--- src/hw/rtl/aled_pkg.sv ---
// Shared types and constants for the addressable LED bit encoder.
package aled_pkg;

    localparam logic [2:0] REQ_SET_COLOUR     = 3'd0;
    localparam logic [2:0] REQ_SET_LEVEL      = 3'd1;
    localparam logic [2:0] REQ_SET_ALL_COLOUR = 3'd2;
    localparam logic [2:0] REQ_SET_ALL_LEVEL  = 3'd3;
    localparam logic [2:0] REQ_ENCODE         = 3'd4;

    localparam logic [0:0] CFG_ONE_BIT_CODE  = 1'b0;
    localparam logic [0:0] CFG_ZERO_BIT_CODE = 1'b1;

    localparam logic [9:0]  ONE_CODE_RESET  = 10'd183;
    localparam logic [9:0]  ZERO_CODE_RESET = 10'd83;
    localparam logic [4:0]  LAST_BIT        = 5'd23;
    localparam logic [4:0]  LAST_CHANNEL    = 5'd2;
    localparam logic [15:0] ROUND_BIAS      = 16'd127;

    typedef enum logic [2:0] {
        S_IDLE,
        S_LOAD,
        S_MUL,
        S_DIV,
        S_EMIT
    } t_state;

    typedef struct packed {
        logic        set_col;
        logic        set_lvl;
        logic        set_all_col;
        logic        set_all_lvl;
        logic [4:0]  idx;
        logic [23:0] col;
        logic [7:0]  lvl;
    } t_store_wr;

endpackage

--- src/hw/rtl/aled_store.sv ---
// Colour and brightness stores with per-entry valid bits and a set-all value.
module aled_store #(
    parameter int DEPTH              = 32,
    parameter int DEFAULT_BRIGHTNESS = 255
) (
    input  logic               i_clk,
    input  logic               i_rst_n,
    input  aled_pkg::t_store_wr i_wr,
    input  logic [4:0]         i_rd_idx,
    output logic [23:0]        o_col,
    output logic [7:0]         o_bri
);
    localparam int IW = (DEPTH > 1) ? $clog2(DEPTH) : 1;

    logic [23:0]      r_col_mem [DEPTH];
    logic [7:0]       r_bri_mem [DEPTH];
    logic [DEPTH-1:0] r_col_vld;
    logic [DEPTH-1:0] r_bri_vld;
    logic [23:0]      r_all_col;
    logic [7:0]       r_all_bri;
    logic [23:0]      r_col_rd;
    logic [7:0]       r_bri_rd;
    logic             r_col_rd_vld;
    logic             r_bri_rd_vld;
    logic [IW-1:0]    w_wr_idx;
    logic [IW-1:0]    w_rd_idx;

    assign w_wr_idx = i_wr.idx[IW-1:0];
    assign w_rd_idx = i_rd_idx[IW-1:0];

    always_ff @(posedge i_clk) begin
        if (i_wr.set_col) begin
            r_col_mem[w_wr_idx] <= i_wr.col;
        end
        if (i_wr.set_lvl) begin
            r_bri_mem[w_wr_idx] <= i_wr.lvl;
        end
        r_col_rd <= r_col_mem[w_rd_idx];
        r_bri_rd <= r_bri_mem[w_rd_idx];
    end

    always_ff @(posedge i_clk) begin
        if (!i_rst_n) begin
            r_col_vld    <= '0;
            r_bri_vld    <= '0;
            r_all_col    <= '0;
            r_all_bri    <= 8'(DEFAULT_BRIGHTNESS);
            r_col_rd_vld <= 1'b0;
            r_bri_rd_vld <= 1'b0;
        end else begin
            if (i_wr.set_all_col) begin
                r_col_vld <= '0;
                r_all_col <= i_wr.col;
            end else if (i_wr.set_col) begin
                r_col_vld[w_wr_idx] <= 1'b1;
            end
            if (i_wr.set_all_lvl) begin
                r_bri_vld <= '0;
                r_all_bri <= i_wr.lvl;
            end else if (i_wr.set_lvl) begin
                r_bri_vld[w_wr_idx] <= 1'b1;
            end
            r_col_rd_vld <= r_col_vld[w_rd_idx];
            r_bri_rd_vld <= r_bri_vld[w_rd_idx];
        end
    end

    // entries never written since the last set-all read as the set-all value
    assign o_col = r_col_rd_vld ? r_col_rd : r_all_col;
    assign o_bri = r_bri_rd_vld ? r_bri_rd : r_all_bri;

endmodule

--- src/hw/rtl/addressable_led_bit_encoder.sv ---
// Top level: request decode, shared scale unit sequencer and bit code output.
//
//  channel  | direction | handshake              | payload
//  ---------+-----------+------------------------+----------------------------------------
//  in       | input     | i_in_valid / o_in_stall | req_type, led_index, red, green, blue, level
//  out      | output    | o_out_valid / i_out_stall | pulse_code, bit_last
//  cfg      | input     | i_cfg_valid / o_cfg_ready | cfg_index, cfg_data
//
// Set requests, set-all included, never stall the input; set-all uses valid bits, no sweep.
// An encode runs one store read, one load, then one shared 8x8 multiplier and
// divide-by-255 step used in turn for each of 3 channels, then 24 codes out of a
// single output register, one per cycle while the output is not stalled.
// Output stalls hold the emit step. Synchronous active-low reset; no clearing pass.
module addressable_led_bit_encoder #(
    parameter int LED_COUNT          = 32,
    parameter int DEFAULT_BRIGHTNESS = 255
) (
    input  logic       i_clk,
    input  logic       i_rst_n,
    input  logic       i_in_valid,
    output logic       o_in_stall,
    input  logic [2:0] i_req_type,
    input  logic [4:0] i_led_index,
    input  logic [7:0] i_red,
    input  logic [7:0] i_green,
    input  logic [7:0] i_blue,
    input  logic [7:0] i_level,
    output logic       o_out_valid,
    input  logic       i_out_stall,
    output logic [9:0] o_pulse_code,
    output logic       o_bit_last,
    input  logic       i_cfg_valid,
    output logic       o_cfg_ready,
    input  logic [1:0] i_cfg_index,
    input  logic [9:0] i_cfg_data
);
    localparam int         DEPTH     = (LED_COUNT < 32) ? LED_COUNT : 32;
    localparam logic [8:0] LED_LIMIT = 9'(LED_COUNT);

    aled_pkg::t_state    r_state;
    aled_pkg::t_state    n_state;
    aled_pkg::t_store_wr w_wr;

    logic [9:0]  r_one_code;
    logic [9:0]  r_zero_code;
    logic [4:0]  r_cnt;
    logic [23:0] r_col;
    logic [7:0]  r_bri;
    logic [15:0] r_prod;
    logic [23:0] r_word;
    logic        r_out_valid;
    logic [9:0]  r_out_code;
    logic        r_out_last;

    logic [23:0] w_st_col;
    logic [7:0]  w_st_bri;
    logic        w_in_acc;
    logic        w_in_range;
    logic        w_emit_go;
    logic        w_busy;
    logic [15:0] w_quo_sum;

    assign w_in_acc   = i_in_valid && !o_in_stall;
    assign w_in_range = {4'b0, i_led_index} < LED_LIMIT;

    always_comb begin
        w_wr             = '0;
        w_wr.idx         = i_led_index;
        w_wr.col         = {i_red, i_green, i_blue};
        w_wr.lvl         = i_level;
        w_wr.set_col     = w_in_acc && w_in_range && (i_req_type == aled_pkg::REQ_SET_COLOUR);
        w_wr.set_lvl     = w_in_acc && w_in_range && (i_req_type == aled_pkg::REQ_SET_LEVEL);
        w_wr.set_all_col = w_in_acc && (i_req_type == aled_pkg::REQ_SET_ALL_COLOUR);
        w_wr.set_all_lvl = w_in_acc && (i_req_type == aled_pkg::REQ_SET_ALL_LEVEL);
    end

    aled_store #(
        .DEPTH              (DEPTH),
        .DEFAULT_BRIGHTNESS (DEFAULT_BRIGHTNESS)
    ) u_store (
        .i_clk    (i_clk),
        .i_rst_n  (i_rst_n),
        .i_wr     (w_wr),
        .i_rd_idx (i_led_index),
        .o_col    (w_st_col),
        .o_bri    (w_st_bri)
    );

    always_comb begin
        n_state = r_state;
        case (r_state)
            aled_pkg::S_IDLE: begin
                if (w_in_acc && w_in_range && (i_req_type == aled_pkg::REQ_ENCODE)) begin
                    n_state = aled_pkg::S_LOAD;
                end
            end
            aled_pkg::S_LOAD: n_state = aled_pkg::S_MUL;
            aled_pkg::S_MUL:  n_state = aled_pkg::S_DIV;
            aled_pkg::S_DIV: begin
                n_state = (r_cnt == aled_pkg::LAST_CHANNEL) ? aled_pkg::S_EMIT
                                                             : aled_pkg::S_MUL;
            end
            aled_pkg::S_EMIT: begin
                if (w_emit_go && (r_cnt == aled_pkg::LAST_BIT)) begin
                    n_state = aled_pkg::S_IDLE;
                end
            end
            default: n_state = aled_pkg::S_IDLE;
        endcase
    end

    always_comb begin
        w_busy    = 1'b1;
        w_emit_go = 1'b0;
        case (r_state)
            aled_pkg::S_IDLE: w_busy = 1'b0;
            aled_pkg::S_EMIT: w_emit_go = !r_out_valid || !i_out_stall;
            default: begin
                w_busy    = 1'b1;
                w_emit_go = 1'b0;
            end
        endcase
    end

    assign o_in_stall  = w_busy;
    assign o_cfg_ready = 1'b1;

    // x/255 for x below 65280, where the 16-bit sum cannot overflow: (x + (x >> 8) + 1) >> 8
    assign w_quo_sum = r_prod + {8'b0, r_prod[15:8]} + 16'd1;

    always_ff @(posedge i_clk) begin
        if (!i_rst_n) begin
            r_state     <= aled_pkg::S_IDLE;
            r_one_code  <= aled_pkg::ONE_CODE_RESET;
            r_zero_code <= aled_pkg::ZERO_CODE_RESET;
            r_cnt       <= '0;
            r_out_valid <= 1'b0;
        end else begin
            r_state <= n_state;
            if (i_cfg_valid && o_cfg_ready) begin
                if (i_cfg_index == {1'b0, aled_pkg::CFG_ONE_BIT_CODE}) begin
                    r_one_code <= i_cfg_data;
                end else if (i_cfg_index == {1'b0, aled_pkg::CFG_ZERO_BIT_CODE}) begin
                    r_zero_code <= i_cfg_data;
                end
            end
            if (r_state == aled_pkg::S_LOAD) begin
                r_cnt <= '0;
            end else if (r_state == aled_pkg::S_DIV) begin
                r_cnt <= (r_cnt == aled_pkg::LAST_CHANNEL) ? 5'd0 : r_cnt + 5'd1;
            end else if (w_emit_go) begin
                r_cnt <= r_cnt + 5'd1;
            end
            if (w_emit_go) begin
                r_out_valid <= 1'b1;
            end else if (!i_out_stall) begin
                r_out_valid <= 1'b0;
            end
        end
    end

    always_ff @(posedge i_clk) begin
        case (r_state)
            aled_pkg::S_LOAD: begin
                r_col <= w_st_col;
                r_bri <= w_st_bri;
            end
            aled_pkg::S_MUL: begin
                r_prod <= ({8'b0, r_col[23:16]} * {8'b0, r_bri}) + aled_pkg::ROUND_BIAS;
            end
            aled_pkg::S_DIV: begin
                r_col  <= {r_col[15:0], 8'b0};
                r_word <= {r_word[15:0], w_quo_sum[15:8]};
            end
            default: begin
                if (w_emit_go) begin
                    r_out_code <= r_word[23] ? r_one_code : r_zero_code;
                    r_out_last <= (r_cnt == aled_pkg::LAST_BIT);
                    r_word     <= {r_word[22:0], 1'b0};
                end
            end
        endcase
    end

    assign o_out_valid  = r_out_valid;
    assign o_pulse_code = r_out_code;
    assign o_bit_last   = r_out_last;

endmodule

--- config.mk ---
export PLATFORM = sky130hd
export DESIGN_NAME = addressable_led_bit_encoder
export DESIGN_NICKNAME = d
export VERILOG_FILES = /design/src/hw/rtl/aled_pkg.sv /design/src/hw/rtl/aled_store.sv /design/src/hw/rtl/addressable_led_bit_encoder.sv
export SDC_FILE = /design/constraint.sdc
export NUM_CORES = 2
export LEC_CHECK = 0
export ABC_AREA = 1
export BUFFER_PORTS_ARGS = -buffer_cell sky130_fd_sc_hd__buf_2
export CORE_AREA = 2 2 454 231
export CTS_BUF_LIST = sky130_fd_sc_hd__clkbuf_2
export DETAILED_ROUTE_END_ITERATION = 10
export DIE_AREA = 0 0 456 233
export PLACE_DENSITY = 0.75
export RECOVER_POWER = 100
export SLEW_MARGIN = 20
export SYNTH_ARGS = -nofsm -noshare
export SYNTH_HDL_FRONTEND = slang
export SYNTH_SLANG_ARGS = --single-unit
--- constraint.sdc ---
create_clock -name i_clk -period 10.4 [get_ports i_clk]
set_input_delay 2.08 -clock i_clk [delete_from_list [all_inputs] [get_ports i_clk]]
set_output_delay 2.08 -clock i_clk [all_outputs]
set_load 0.01 [all_outputs]
==> impl_metrics.yaml <==
synth:
  synth_ff_type: "sky130_fd_sc_hd__edfxtp_1"
  mappedNetlistArea_mm2: 0.05071
  synth_enable_flop_cells: 1107
  netlist-cell-type-count: 35
  post_synth_fa_ha_maj_area_fraction_pct: 2.719
  main_combinational_cell_family_by_area_after_synthesis: "simple AND/OR/NAND/NOR gates"
  ys_seq_elements: 1266
  postSynthCellCount: 4046
  synth.net_count: 4188
  synth-seq-area-share_pct: 71.82
  synth_simple_gate_area_share_pct: 11.76
  synth_xor_xnor_area_share_pct: 0.1900
  synth.mux.area_fraction_pct: 0
  fraction_of_the_mapped_netlist_area_in_compound_gates_pct: 9.637
  async_reset_ff_share_pct: 0
  post_synthesis_average_cell_area_um2: 12.53
  synth-warning-count: 0
setup_path:
  data_arrival_time_of_the_critical_path_ns: 8.34
  rr_worst_depth: 9
  worst_setup_path_end_kind: "register"
  critical_path.cell_chain: "buf_2 -> clkbuf_1 -> inv_1 -> nor2_1 -> inv_1 -> nor2_1 -> nand2_1 -> inv_2"
  critical_path_maximum_fanout: 39
  worstSetupPathDepth: 8
  critical_path.max_stage_delay_ns: 1.90
  crit_slowest_cell: "sky130_fd_sc_hd__nor2_1"
  path_delay_family: "buffers and inverters"
  critPathLaunchType: "input pin"
  worstPathBufferInverterCount: 5
  crit_required_ns: 11.57
  timing.setup.critical_path_class: "in2reg"
grt:
  grt_max_degree: 155
  grt_overflow_total: 0
  grt_pass1_vias: 31800
  grt_use_total_pct: 25.44
  antenna_found_initial: 5
  first_pass_grt_wire_length_um: 200800
power:
  power.share.clock_pct: 30.1
  power-per-cell-area_mw_per_mm2: 190.1
  power.static_leakage_nw: 20.81
  power_frac_comb_pct: 14.8
  sw_frac_of_total_pct: 29.52
  p_int_mw: 7.309
  max_ir_drop_vdd_uv: 217.6
  pwr-share-seq_pct: 55.0
  fin_total_pwr_mw: 10.37
  p_sw_mw: 3.062
cells_and_area:
  final_design_area_no_fill_mm2: 0.05455
  areaGrowthSynthToFinish_pct: 7.557
  filler_cell_count: 8514
  fraction_of_layout_cells_with_a_size_suffix_above_1_pct: 12.09
  nets: 4402
clock_tree:
  post_cts_hold_buffer_count: 0
  insertion_delay_ns: 1.65
  clkTransAtPathRegs_ns: 0.09
  clock_sinks: 1266
  cts.path.max_buffers: 4
  post-cts-setup-buffer-count: 0
  tritoncts: "built"
  tritoncts.num_buffers: 288
  postCtsResizedCells: 0
  htreeDepth: 5
  clock_tree.root_cell: "sky130_fd_sc_hd__clkbuf_2"
floorplan:
  io_pins: 71
  fp.coreArea_mm2: 0.1019
  initial_core_util_pct: 49.78
  floorplan.die.height_um: 233
  die_w_um: 456
  floorplan.die_area_mm2: 0.1062
  fp-row-count: 83
detailed_routing:
  drt_pass1_iterations: 6
  routedWlPerCell_um: 23.30
  initialDrtViolationCount: 5323
  ant_nets: 0
  vias_per_cell: 5.787
  detail_route.drc_violations: 0
  detailroute.via_count: 33720
  route.final.wire_length_um: 135800
place:
  detailedPlace.worstSlack_ns: 4.657
  place.gp.congestion: 0.8999
  place_hpwl_um: 78100
  port_buffer_count: 69
  place_area_mm2: 0.05240
sta:
  final-max-slew-violation-count: 1248
  finalCriticalPeriod_ns: 7.167
  hold_violations: 0
  timing.slew.headroom_pct: -90.11
  max_freq_mhz: 139.5
  setup_repair_after_global_routing_missed_its_margin: "false"
  setup_viol_count_final: 0
  final.setup.tns_ns: 0
  final.setup.worst_slack_ns: 3.233
  final_min_period_over_clock_period_pct: 68.91
  worst_pin_slew_ns: 2.852
  clock_skew_ns: 0.1343
outcome:
  violations: "capacitance limit, slew limit"
  outcome: "finished with violations"
min_path:
  holdCritPathClass: "reg2reg"
  min_path_cells: 2
job:
  max_cap_viol_count: 56
[power groups by stage]
| stage | logic (mW) | clock network (mW) | registers (mW) |
|---|---|---|---|
| 6_report | 1.54 | 3.13 | 5.71 |
| 3_5_place_dp | 1.50 | 0 | 5.82 |
| 4_1_cts | 1.51 | 3.15 | 5.70 |
| 3_3_place_gp | 1.46 | 0 | 5.81 |
| 5_1_grt | 1.74 | 3.41 | 5.72 |
| 2_1_floorplan | 1.09 | 0 | 5.78 |
[routing by layer]
layer  share of wire, %  global-route usage (%)
met5                  0                       0
met2                 39                   32.70
met3                 17                   11.07
met1                 42                   38.14
met4                2.1                   7.885
[registers in the layout, indices dropped and copies added, names as in the netlist, 10 cells and up]
register and cells:
u_store.r_all_col 24, u_store.r_col_rd 24, r_one_code 10, u_store.r_col_vld 32, u_store.r_bri_mem 256, u_store.r_col_mem 768
r_word 24, r_col 24, r_zero_code 10, r_prod 16, u_store.r_bri_vld 32, o_pulse_code 10
[worst reg2reg max path: cells and delay by family, from the launching register on]
family / cells / cell delay [ns]
AND/OR/NAND/NOR: 4 / 1.39
flip-flops: 1 / 0.34
buffers and inverters: 5 / 3.35
[kinds of logic after synthesis]
logic type / count (synthesis)
and+or+nand+nor: 1488
DFF: 1266
AOI/OAI and AO/OA: 717
buffers and inverters: 478
adders and majority gates: 85
xor gates and xnor gates: 11
other: 1
[Yosys cell counts, types with 5 or more instances]
master	count	area share [%]
sky130_fd_sc_hd__a21oi_1	84	0.83
sky130_fd_sc_hd__nor3_4	7	0.22
sky130_fd_sc_hd__xor2_1	9	0.16
sky130_fd_sc_hd__nand2_1	1144	8.5
sky130_fd_sc_hd__nand3_1	38	0.37
sky130_fd_sc_hd__inv_1	246	1.8
sky130_fd_sc_hd__nor2_1	235	1.7
sky130_fd_sc_hd__a22oi_1	512	7.6
sky130_fd_sc_hd__dfxtp_1	159	6.3
sky130_fd_sc_hd__o21ai_0	112	1.1
sky130_fd_sc_hd__buf_2	128	1.3
sky130_fd_sc_hd__edfxtp_1	1107	66
sky130_fd_sc_hd__nor3_1	16	0.16
sky130_fd_sc_hd__nand4_1	7	0.086
sky130_fd_sc_hd__fa_1	42	1.7
sky130_fd_sc_hd__inv_2	16	0.12
sky130_fd_sc_hd__clkinv_1	6	0.044
sky130_fd_sc_hd__ha_1	43	1.1
sky130_fd_sc_hd__nand3b_1	6	0.089
sky130_fd_sc_hd__nor3_2	24	0.47
sky130_fd_sc_hd__nor2_2	5	0.062
sky130_fd_sc_hd__clkbuf_1	77	0.57
[worst paths after layout]
| kind | startpoint | end | slack (ns) |
|---|---|---|---|
| worst min-delay path | u_store.r_all_col[2] | u_store.r_all_col[2] | 0.45 |
| worst max-delay path | i_led_index[0] | u_store.r_col_mem[1][10] | 3.23 |
| worst min register to register | u_store.r_all_col[2] | u_store.r_all_col[2] | 0.45 |
| worst max register to register | r_state[0] | r_word[4] | 5.17 |
[placed cells by master (no fill, tap or decap), types with 9 or more instances in the layout]
master                     netlist  layout
sky130_fd_sc_hd__ha_1           43      43
sky130_fd_sc_hd__nor3_1         16      33
sky130_fd_sc_hd__buf_2         128      24
sky130_fd_sc_hd__fa_1           42      42
sky130_fd_sc_hd__a21oi_1        84      84
sky130_fd_sc_hd__o21ai_0       112     113
sky130_fd_sc_hd__clkbuf_2        0     442
sky130_fd_sc_hd__clkbuf_1       77      81
sky130_fd_sc_hd__inv_1         246     248
sky130_fd_sc_hd__inv_2          16      18
sky130_fd_sc_hd__nor2_1        235     238
sky130_fd_sc_hd__xor2_1          9       9
sky130_fd_sc_hd__edfxtp_1     1107    1107
sky130_fd_sc_hd__nand2_1      1144    1144
sky130_fd_sc_hd__dfxtp_1       159     159
sky130_fd_sc_hd__nand3_1        38      38
sky130_fd_sc_hd__clkinv_1        6      43
sky130_fd_sc_hd__buf_4           1      25
sky130_fd_sc_hd__a22oi_1       512     512
[area by class of cell]
cell class	instances	area [µm²]	area share [%]
Antenna cell	6	15.01	0.02753
Inverter	268	1013	1.858
Clock buffer	442	2212	4.055
Tap cell	1360	1702	3.120
Sequential cell	1266	36420	66.78
Clock inverter	48	241.5	0.4427
Timing Repair Buffer	134	699.4	1.282
Multi-Input combinational cell	2302	12240	22.44
[through the flow]
stage	hold slack [ns]	cells	utilization, %
floorplan	0.4244	4046	-
global placement	0.4339	5329	51.41
detailed placement	0.4404	5330	51.43
CTS	0.4563	5820	53.84
global route	0.4737	5825	53.54
finish	0.4538	5826	53.54
Power figures use the tool's default switching activity.
